[src/sv/rpcv_pkg.sv]
// ----------------------------------------------------------------------------
// rpcv_pkg: shared types and constants of the RGB pulse color vote classifier
// Class and color codes, register indexes, reset values and field widths.
// ----------------------------------------------------------------------------
package rpcv_pkg;

  localparam int SAMPLE_BITS_DEFAULT = 16;
  localparam int FIELD_BITS          = 16;  // width of each pulse width field
  localparam int LIMIT_BITS          = 18;  // sum limit registers
  localparam int DIFF_BITS           = 16;  // difference registers
  localparam int COUNT_BITS          = 6;   // vote and reading counters
  localparam int CFG_DATA_BITS       = LIMIT_BITS;
  localparam int CFG_INDEX_BITS      = 3;

  typedef enum logic [2:0] {
    CLS_NO_OBJECT    = 3'd0,
    CLS_SENSOR_ERROR = 3'd1,
    CLS_WHITE_GRAY   = 3'd2,
    CLS_GREEN        = 3'd3,
    CLS_RED          = 3'd4,
    CLS_BLUE         = 3'd5,
    CLS_UNKNOWN      = 3'd6
  } class_t;

  typedef enum logic [1:0] {
    COLOR_RED     = 2'd0,
    COLOR_GREEN   = 2'd1,
    COLOR_BLUE    = 2'd2,
    COLOR_UNKNOWN = 2'd3
  } color_t;

  typedef enum logic [CFG_INDEX_BITS-1:0] {
    REG_NO_OBJECT_LIMIT    = 3'd0,
    REG_SENSOR_ERROR_LIMIT = 3'd1,
    REG_GRAY_TOLERANCE     = 3'd2,
    REG_RED_BLUE_MIN_DIFF  = 3'd3,
    REG_GREEN_MIN_DIFF     = 3'd4,
    REG_SPREAD_LIMIT       = 3'd5,
    REG_MIN_VOTES          = 3'd6,
    REG_READINGS_PER_DEC   = 3'd7
  } reg_index_t;

  localparam logic [LIMIT_BITS-1:0] NO_OBJECT_LIMIT_RST    = 18'd3000;
  localparam logic [LIMIT_BITS-1:0] SENSOR_ERROR_LIMIT_RST = 18'd100;
  localparam logic [DIFF_BITS-1:0]  GRAY_TOLERANCE_RST     = 16'd8;
  localparam logic [DIFF_BITS-1:0]  RED_BLUE_MIN_DIFF_RST  = 16'd15;
  localparam logic [DIFF_BITS-1:0]  GREEN_MIN_DIFF_RST     = 16'd10;
  localparam logic [DIFF_BITS-1:0]  SPREAD_LIMIT_RST       = 16'd20;
  localparam logic [COUNT_BITS-1:0] MIN_VOTES_RST          = 6'd3;
  localparam logic [COUNT_BITS-1:0] READINGS_PER_DEC_RST   = 6'd10;

endpackage

[src/sv/rpcv_in_if.sv]
// ----------------------------------------------------------------------------
// rpcv_in_if: sensor reading channel
// Valid/ready channel carrying one red, green and blue pulse width reading.
// ----------------------------------------------------------------------------
interface rpcv_in_if import rpcv_pkg::*; ();
  logic                  valid;
  logic                  ready;
  logic [FIELD_BITS-1:0] red_width;
  logic [FIELD_BITS-1:0] green_width;
  logic [FIELD_BITS-1:0] blue_width;

  modport source (output valid, output red_width, output green_width,
                  output blue_width, input ready);
  modport sink   (input valid, input red_width, input green_width,
                  input blue_width, output ready);
endinterface

[src/sv/rpcv_out_if.sv]
// ----------------------------------------------------------------------------
// rpcv_out_if: classification result channel
// Valid/ready channel carrying the reading class and the round decision.
// ----------------------------------------------------------------------------
interface rpcv_out_if import rpcv_pkg::*; ();
  logic       valid;
  logic       ready;
  logic [2:0] reading_class;
  logic       decision_valid;
  logic [1:0] final_color;

  modport source (output valid, output reading_class, output decision_valid,
                  output final_color, input ready);
  modport sink   (input valid, input reading_class, input decision_valid,
                  input final_color, output ready);
endinterface

[src/sv/rgb_pulse_color_vote_classifier_core.sv]
// ----------------------------------------------------------------------------
// rgb_pulse_color_vote_classifier_core: color classifier with majority vote
// Classifies each RGB pulse width reading and votes over a round of readings.
// ----------------------------------------------------------------------------
//  channel  | dir | handshake     | payload
//  ---------+-----+---------------+--------------------------------------------
//  sample   | in  | valid / ready | red_width, green_width, blue_width
//  result   | out | valid / ready | reading_class, decision_valid, final_color
//  cfg      | in  | cfg_we        | cfg_index, cfg_data
//
//  Two registers: the reading register, then classify and vote into the
//  result register. One reading per cycle is sustained while the result is
//  accepted; vote counters update as a reading moves into the result register.
//  Synchronous reset restores register defaults and clears counters.
//  A stalled result holds the pipe; the reading register still refills once
//  the result register frees, so transfers go back to back.
// ----------------------------------------------------------------------------
module rgb_pulse_color_vote_classifier_core import rpcv_pkg::*; #(
  parameter int SAMPLE_BITS = SAMPLE_BITS_DEFAULT
) (
  input  logic                      clk,
  input  logic                      rst,
  rpcv_in_if.sink                   sample,
  rpcv_out_if.source                result,
  input  logic                      cfg_we,
  input  logic [CFG_INDEX_BITS-1:0] cfg_index,
  input  logic [CFG_DATA_BITS-1:0]  cfg_data
);

  localparam int SW = (SAMPLE_BITS < FIELD_BITS) ? SAMPLE_BITS : FIELD_BITS;
  localparam int TW = SW + 2;   // sum of three samples
  localparam int MW = SW + 6;   // scaled products

  // configuration registers
  logic [LIMIT_BITS-1:0] no_object_limit;
  logic [LIMIT_BITS-1:0] sensor_error_limit;
  logic [DIFF_BITS-1:0]  gray_tolerance;
  logic [DIFF_BITS-1:0]  red_blue_min_difference;
  logic [DIFF_BITS-1:0]  green_min_difference;
  logic [DIFF_BITS-1:0]  spread_limit;
  logic [COUNT_BITS-1:0] min_votes;
  logic [COUNT_BITS-1:0] readings_per_decision;

  always_ff @(posedge clk) begin
    if (rst) begin
      no_object_limit         <= NO_OBJECT_LIMIT_RST;
      sensor_error_limit      <= SENSOR_ERROR_LIMIT_RST;
      gray_tolerance          <= GRAY_TOLERANCE_RST;
      red_blue_min_difference <= RED_BLUE_MIN_DIFF_RST;
      green_min_difference    <= GREEN_MIN_DIFF_RST;
      spread_limit            <= SPREAD_LIMIT_RST;
      min_votes               <= MIN_VOTES_RST;
      readings_per_decision   <= READINGS_PER_DEC_RST;
    end else if (cfg_we) begin
      case (reg_index_t'(cfg_index))
        REG_NO_OBJECT_LIMIT:    no_object_limit <= cfg_data;
        REG_SENSOR_ERROR_LIMIT: sensor_error_limit <= cfg_data;
        REG_GRAY_TOLERANCE:     gray_tolerance <= cfg_data[DIFF_BITS-1:0];
        REG_RED_BLUE_MIN_DIFF:  red_blue_min_difference <= cfg_data[DIFF_BITS-1:0];
        REG_GREEN_MIN_DIFF:     green_min_difference <= cfg_data[DIFF_BITS-1:0];
        REG_SPREAD_LIMIT:       spread_limit <= cfg_data[DIFF_BITS-1:0];
        REG_MIN_VOTES:          min_votes <= cfg_data[COUNT_BITS-1:0];
        REG_READINGS_PER_DEC:   readings_per_decision <= cfg_data[COUNT_BITS-1:0];
        default: ;
      endcase
    end
  end

  // pipeline control
  logic          s1_valid;
  logic          out_valid;
  logic          advance;
  logic          s1_ready;
  logic          take;
  logic [SW-1:0] r;
  logic [SW-1:0] g;
  logic [SW-1:0] b;

  assign advance  = s1_valid && (!out_valid || result.ready);
  assign s1_ready = !s1_valid || advance;
  assign take     = sample.valid && s1_ready;
  assign sample.ready = s1_ready;

  always_ff @(posedge clk) begin
    if (rst) begin
      s1_valid  <= 1'b0;
      out_valid <= 1'b0;
    end else begin
      if (take) begin
        s1_valid <= 1'b1;
      end else if (advance) begin
        s1_valid <= 1'b0;
      end
      if (advance) begin
        out_valid <= 1'b1;
      end else if (result.ready) begin
        out_valid <= 1'b0;
      end
    end
  end

  always_ff @(posedge clk) begin
    if (take) begin
      r <= sample.red_width[SW-1:0];
      g <= sample.green_width[SW-1:0];
      b <= sample.blue_width[SW-1:0];
    end
  end

  // classification
  logic [TW-1:0]        total;
  logic [LIMIT_BITS-1:0] total_x;
  logic [SW-1:0]        drg, drb, dgb, dmax;
  logic [DIFF_BITS-1:0] drg_x, drb_x, dgb_x, dmax_x;
  logic [MW-1:0]        r_x, g_x, b_x, t_x;
  logic [MW-1:0]        r9, b9, g10, r5, b5, r4, g4, b4, rb10, g21;
  logic [MW-1:0]        d20_rg, d20_bg, d20_gr, d20_br, d20_rb, d20_gb;
  logic                 g_min, g_least, r_least, b_least;
  class_t               cls;

  always_comb begin
    total   = TW'(r) + TW'(g) + TW'(b);
    total_x = LIMIT_BITS'(total);
    drg     = (r > g) ? r - g : g - r;
    drb     = (r > b) ? r - b : b - r;
    dgb     = (g > b) ? g - b : b - g;
    dmax    = (drg > drb) ? drg : drb;
    if (dgb > dmax) begin
      dmax = dgb;
    end
    drg_x  = DIFF_BITS'(drg);
    drb_x  = DIFF_BITS'(drb);
    dgb_x  = DIFF_BITS'(dgb);
    dmax_x = DIFF_BITS'(dmax);

    r_x  = MW'(r);
    g_x  = MW'(g);
    b_x  = MW'(b);
    t_x  = MW'(total);
    r9   = r_x * MW'(9);
    b9   = b_x * MW'(9);
    g10  = g_x * MW'(10);
    r5   = r_x * MW'(5);
    b5   = b_x * MW'(5);
    r4   = r_x << 2;
    g4   = g_x << 2;
    b4   = b_x << 2;
    rb10 = (r_x + b_x) * MW'(10);
    g21  = g_x * MW'(21);
    // subtractions below only matter when the subtrahend is strictly smallest
    d20_rg = (r_x - g_x) * MW'(20);
    d20_bg = (b_x - g_x) * MW'(20);
    d20_gr = (g_x - r_x) * MW'(20);
    d20_br = (b_x - r_x) * MW'(20);
    d20_rb = (r_x - b_x) * MW'(20);
    d20_gb = (g_x - b_x) * MW'(20);

    g_min   = (g <= r) && (g <= b);
    g_least = (g < r) && (g < b);
    r_least = (r < g) && (r < b);
    b_least = (b < r) && (b < g);

    if (total_x > no_object_limit) begin
      cls = CLS_NO_OBJECT;
    end else if (total_x < sensor_error_limit) begin
      cls = CLS_SENSOR_ERROR;
    end else if (drg_x < gray_tolerance && drb_x < gray_tolerance &&
                 dgb_x < gray_tolerance) begin
      cls = CLS_WHITE_GRAY;
    end else if (g_min && (drg_x > green_min_difference || dgb_x > green_min_difference)
                 && (g10 < r9 || g10 < b9)) begin
      cls = CLS_GREEN;
    end else if (g_least && rb10 > g21) begin
      cls = CLS_GREEN;
    end else if (r_least && drg_x > red_blue_min_difference &&
                 drb_x > red_blue_min_difference && r5 < g4 && r5 < b4) begin
      cls = CLS_RED;
    end else if (b_least && drb_x > red_blue_min_difference &&
                 dgb_x > red_blue_min_difference && b5 < r4 && b5 < g4) begin
      cls = CLS_BLUE;
    end else if (dmax_x > spread_limit && g_least && d20_rg > t_x && d20_bg > t_x) begin
      cls = CLS_GREEN;
    end else if (dmax_x > spread_limit && r_least && d20_gr > t_x && d20_br > t_x) begin
      cls = CLS_RED;
    end else if (dmax_x > spread_limit && b_least && d20_rb > t_x && d20_gb > t_x) begin
      cls = CLS_BLUE;
    end else begin
      cls = CLS_UNKNOWN;
    end
  end

  // voting
  logic [COUNT_BITS-1:0] red_votes, green_votes, blue_votes, readings_taken;
  logic [COUNT_BITS-1:0] red_votes_next, green_votes_next, blue_votes_next;
  logic [COUNT_BITS-1:0] readings_taken_next;
  logic                  round_done;
  color_t                color;

  always_comb begin
    red_votes_next      = red_votes + COUNT_BITS'(cls == CLS_RED);
    green_votes_next    = green_votes + COUNT_BITS'(cls == CLS_GREEN);
    blue_votes_next     = blue_votes + COUNT_BITS'(cls == CLS_BLUE);
    readings_taken_next = readings_taken + COUNT_BITS'(1);
    round_done          = readings_taken_next >= readings_per_decision;
    if (!round_done) begin
      color = COLOR_UNKNOWN;
    end else if (red_votes_next >= green_votes_next && red_votes_next >= blue_votes_next
                 && red_votes_next >= min_votes) begin
      color = COLOR_RED;
    end else if (green_votes_next >= red_votes_next &&
                 green_votes_next >= blue_votes_next && green_votes_next >= min_votes) begin
      color = COLOR_GREEN;
    end else if (blue_votes_next >= red_votes_next &&
                 blue_votes_next >= green_votes_next && blue_votes_next >= min_votes) begin
      color = COLOR_BLUE;
    end else begin
      color = COLOR_UNKNOWN;
    end
  end

  always_ff @(posedge clk) begin
    if (rst) begin
      red_votes      <= '0;
      green_votes    <= '0;
      blue_votes     <= '0;
      readings_taken <= '0;
    end else if (advance) begin
      if (round_done) begin
        red_votes      <= '0;
        green_votes    <= '0;
        blue_votes     <= '0;
        readings_taken <= '0;
      end else begin
        red_votes      <= red_votes_next;
        green_votes    <= green_votes_next;
        blue_votes     <= blue_votes_next;
        readings_taken <= readings_taken_next;
      end
    end
  end

  // result register
  logic [2:0] reading_class;
  logic       decision_valid;
  logic [1:0] final_color;

  always_ff @(posedge clk) begin
    if (advance) begin
      reading_class  <= cls;
      decision_valid <= round_done;
      final_color    <= color;
    end
  end

  assign result.valid          = out_valid;
  assign result.reading_class  = reading_class;
  assign result.decision_valid = decision_valid;
  assign result.final_color    = final_color;

endmodule
[src/flat_wrapper.sv]
// flat-port wrapper written by rule: the top's interface ports become plain ports
module rgb_pulse_color_vote_classifier_core_flat import rpcv_pkg::*;
#(
  parameter int SAMPLE_BITS = SAMPLE_BITS_DEFAULT
)
  (clk, rst, cfg_we, cfg_index, cfg_data, sample_valid, sample_red_width, sample_green_width, sample_blue_width, sample_ready, result_valid, result_reading_class, result_decision_valid, result_final_color, result_ready);
  rpcv_in_if sample_i ();
  rpcv_out_if result_i ();
  input  logic clk;
  input  logic rst;
  input  logic cfg_we;
  input  logic [CFG_INDEX_BITS-1:0] cfg_index;
  input  logic [CFG_DATA_BITS-1:0] cfg_data;
  input wire logic [$bits(sample_i.valid)-1:0] sample_valid;
  input wire logic [$bits(sample_i.red_width)-1:0] sample_red_width;
  input wire logic [$bits(sample_i.green_width)-1:0] sample_green_width;
  input wire logic [$bits(sample_i.blue_width)-1:0] sample_blue_width;
  output wire logic [$bits(sample_i.ready)-1:0] sample_ready;
  output wire logic [$bits(result_i.valid)-1:0] result_valid;
  output wire logic [$bits(result_i.reading_class)-1:0] result_reading_class;
  output wire logic [$bits(result_i.decision_valid)-1:0] result_decision_valid;
  output wire logic [$bits(result_i.final_color)-1:0] result_final_color;
  input wire logic [$bits(result_i.ready)-1:0] result_ready;
  assign sample_i.valid = sample_valid;
  assign sample_i.red_width = sample_red_width;
  assign sample_i.green_width = sample_green_width;
  assign sample_i.blue_width = sample_blue_width;
  assign sample_ready = sample_i.ready;
  assign result_valid = result_i.valid;
  assign result_reading_class = result_i.reading_class;
  assign result_decision_valid = result_i.decision_valid;
  assign result_final_color = result_i.final_color;
  assign result_i.ready = result_ready;
  rgb_pulse_color_vote_classifier_core #(.SAMPLE_BITS(SAMPLE_BITS)) u_core (.clk(clk), .rst(rst), .sample(sample_i), .result(result_i), .cfg_we(cfg_we), .cfg_index(cfg_index), .cfg_data(cfg_data));
endmodule
[config.mk]
export PLATFORM = sky130hd
export DESIGN_NAME = rgb_pulse_color_vote_classifier_core_flat
export DESIGN_NICKNAME = d
export VERILOG_FILES = /design/src/sv/rpcv_pkg.sv /design/src/sv/rpcv_in_if.sv /design/src/sv/rpcv_out_if.sv /design/src/sv/rgb_pulse_color_vote_classifier_core.sv /design/src/flat_wrapper.sv
export SDC_FILE = /design/constraint.sdc
export NUM_CORES = 2
export LEC_CHECK = 0
export BUFFER_PORTS_ARGS = -buffer_cell sky130_fd_sc_hd__buf_4
export CAP_MARGIN = 20
export CORE_UTILIZATION = 45
export CTS_CLUSTER_DIAMETER = 150
export CTS_CLUSTER_SIZE = 24
export DETAILED_ROUTE_END_ITERATION = 8
export GPL_TIMING_DRIVEN = 0
export PLACE_DENSITY = 0.62
export SYNTH_ARGS = -nofsm -noshare
export SYNTH_HDL_FRONTEND = slang
export SYNTH_SLANG_ARGS = --single-unit
[constraint.sdc]
create_clock -name clk -period 29.5 [get_ports clk]
set_clock_uncertainty 0.05 [all_clocks]
set_input_delay 1.475 -clock clk [delete_from_list [all_inputs] [get_ports clk]]
set_output_delay 1.475 -clock clk [all_outputs]
set_load 0.05 [all_outputs]
==> impl_metrics.json <==
{
  "status": "finished, final reports clean",
  "slew_headroom": 0.277,
  "slowest_stage": "edfxtp_1",
  "wl_per_cell_um": 21.4,
  "start_util": 0.455,
  "cts.path.max_buffers": 2,
  "synth_area_um2": 35900,
  "num_antenna_cells": 0,
  "final_cell_area_um2": 38400,
  "cts_tree": "yes",
  "cts.sinks": 192,
  "cts_made_buffers": 17,
  "setup_violations": 0,
  "synth_top_area_share": 0.344,
  "dieArea_um2": 80800,
  "wl_met1_um": 56500,
  "first_global_vias": 30300,
  "fp.dieH_um": 284,
  "grt_pass1_wl_um": 180000,
  "worstMarginPinSlew_ns": 1.08,
  "place_area_um2": 37800,
  "place_congestion": 0.985,
  "utilization": 0.487,
  "yosysWarnings": 0,
  "chipWidth_um": 284,
  "htree_levels": 4,
  "cts_resized": 0,
  "min_period_ns": 16.35,
  "leakage_nw": 18.3,
  "firstDrtPassIters": 6,
  "syn_nets": 5518,
  "grt_max_degree": 41,
  "cts_hold_buf": 0,
  "antenna_found_initial": 1,
  "wl_met2_um": 51500,
  "finalWorstSetupSlack_ns": 13.15,
  "synth_top_cells_by_area": "ha_1 34%, dfxtp_1 7.7%, a21oi_1 6.3%",
  "cp-end-kind": "flop",
  "layoutNonFillerInstCount": 5574,
  "yosysUniqueCellTypes": 84,
  "cp_max_fo": 10,
  "post_cts_buffers": 0,
  "critPathRequiredTime_ns": 29.69,
  "synthCells": 4414,
  "highest_layer": "met5",
  "synth.avg_cell_area_um2": 8.12,
  "final_nets": 5615,
  "synth_most_common_cell": "ha_1",
  "peakVddDrop_v": 0.0000510,
  "timing.fmax_mhz": 61.2,
  "totalPowerFinal_mw": 2.83,
  "yosysSeqAreaShare": 0.122,
  "drtAntennaViolNets": 0,
  "clock_latency_ns": 0.51,
  "async_flop_share": 0,
  "grt_use_total": 0.290,
  "root_buffer": "clkbuf_16",
  "cp.arrival_ns": 16.54,
  "place_inst": 5542,
  "synth_area_leader_cell": "ha_1",
  "slew_violations": 0,
  "core.rowCount": 103,
  "clk_pin_slew_worst_paths_ns": 0.09,
  "maxCapViolations": 0,
  "hold_class": "reg2reg",
  "pre_cts_ws_ns": 13.49,
  "dr.first_iter.drc_count": 2767,
  "vias_per_cell": 5.80,
  "syn2layout_area_growth_pct": 7.03,
  "wl_met3_um": 8270,
  "rsz0062_at_grt": "no",
  "io_buffers": 72,
  "power.density_nw_per_um2": 73.6,
  "path_common_cell": "o21a_1",
  "drc": 0,
  "finalWirelength_um": 119000,
  "gr-total-overflow": 0,
  "core_um2": 78900,
  "io-pin-count": 82,
  "crit_type": "reg2reg",
  "synth_ff_type": "dfxtp_1",
  "worst_hold_slack_ns": 0.408,
  "setup_tns_ns": 0,
  "synth-edff-count": 54,
  "cp-start-kind": "flop",
  "cpPeakStageDelay_ns": 0.91,
  "synth_common_cells": "986 x ha_1, 456 x inv_1, 454 x a21oi_1",
  "drive_gt1_frac": 0.0409,
  "hold_violations": 0,
  "vias": 32400,
  "fin_crit_sh": 0.554,
  "ys_ff_latch": 192,
  "dp_hpwl_um": 98500,
  "n_fill_cell": 7860
}
cells in the final DEF, fill, tap and decap left out, types with 18 or more instances in the layout:
master,synthesis,routed
buf_4,1,75
mux2i_1,67,67
o31ai_1,19,19
xnor2_1,202,202
a21o_1,170,170
edfxtp_1,54,54
nand3_1,78,78
o21a_1,60,60
a31oi_1,21,21
o211ai_1,22,22
a21boi_0,20,20
a21oi_1,454,454
fa_1,44,44
nand2_1,355,355
o21ai_0,189,188
a211o_1,22,22
nor2b_1,77,77
nand4_1,85,85
inv_1,456,456
mux2_2,21,21
xor2_1,87,87
and3_1,18,18
o21bai_1,40,40
ha_1,986,986
dfxtp_1,138,138
nor2_1,219,219
clkbuf_1,68,68
nor3_1,74,74
a211oi_1,46,46
nand2b_1,64,64
layer usage:
layer,vias to the layer above,GRT usage
met3,162,0.0563
met2,914,0.454
met5,-,0
li1,16100,-
met4,2,0.0728
met1,15200,0.404
final timing paths:
kind | startpoint | to | slack [ns] | cells after the start
max | u_core.g[1]$_DFFE_PP_ | u_core.result.final_color[0]$_SDFFCE_PP1P_ | 13.15 | 59
max reg2reg | u_core.g[1]$_DFFE_PP_ | u_core.result.final_color[0]$_SDFFCE_PP1P_ | 13.15 | 59
min reg2reg | u_core.spread_limit[9]$_SDFFE_PP0P_ | u_core.spread_limit[9]$_SDFFE_PP0P_ | 0.41 | 2
min | u_core.spread_limit[9]$_SDFFE_PP0P_ | u_core.spread_limit[9]$_SDFFE_PP0P_ | 0.41 | 2
critical path: cells and delay by family (launching register included):
family,cells,cell delay [ns]
AOI/OAI and AO/OA,29,6.16
and+or+nand+nor,13,2.62
buffers and inverters,7,2.97
DFF,1,0.91
adders and majority gates,6,1.91
xor gates and xnor gates,1,0.27
muxes,3,1.17
report_power, final:
part | internal (mW) | switching (mW)
combinational | 0.936 | 1.33
sequential | 0.282 | 0.0240
clock | 0.118 | 0.137
flip-flops by register name, summed over array words and instances (netlist names), 6 cells and up:
signal,flops
u_core.b,16
u_core.blue_votes,6
u_core.g,16
u_core.gray_tolerance,16
u_core.green_min_difference,16
u_core.green_votes,6
u_core.min_votes,6
u_core.no_object_limit,18
u_core.r,16
u_core.readings_per_decision,6
u_core.readings_taken,6
u_core.red_blue_min_difference,16
u_core.red_votes,6
u_core.sensor_error_limit,18
u_core.spread_limit,16
final cells by class:
class	instances	area [µm²]	area share
Clock inverter	14	173	0.00450
Sequential cell	192	4380	0.114
Inverter	459	1720	0.0449
Multi-Input combinational cell	3669	29400	0.765
Timing Repair Buffer	78	596	0.0155
Buffer	94	388	0.0101
Tap cell	1050	1310	0.0342
Clock buffer	18	439	0.0114
kinds of logic after synthesis:
group                      share of synthesized area
xor gates and xnor gates                      0.0706
muxes                                         0.0253
DFF                                            0.122
AOI/OAI and AO/OA                              0.213
adders and majority gates                      0.369
and+or+nand+nor                                0.141
buffers and inverters                         0.0589
Power figures use the tool's default switching activity.
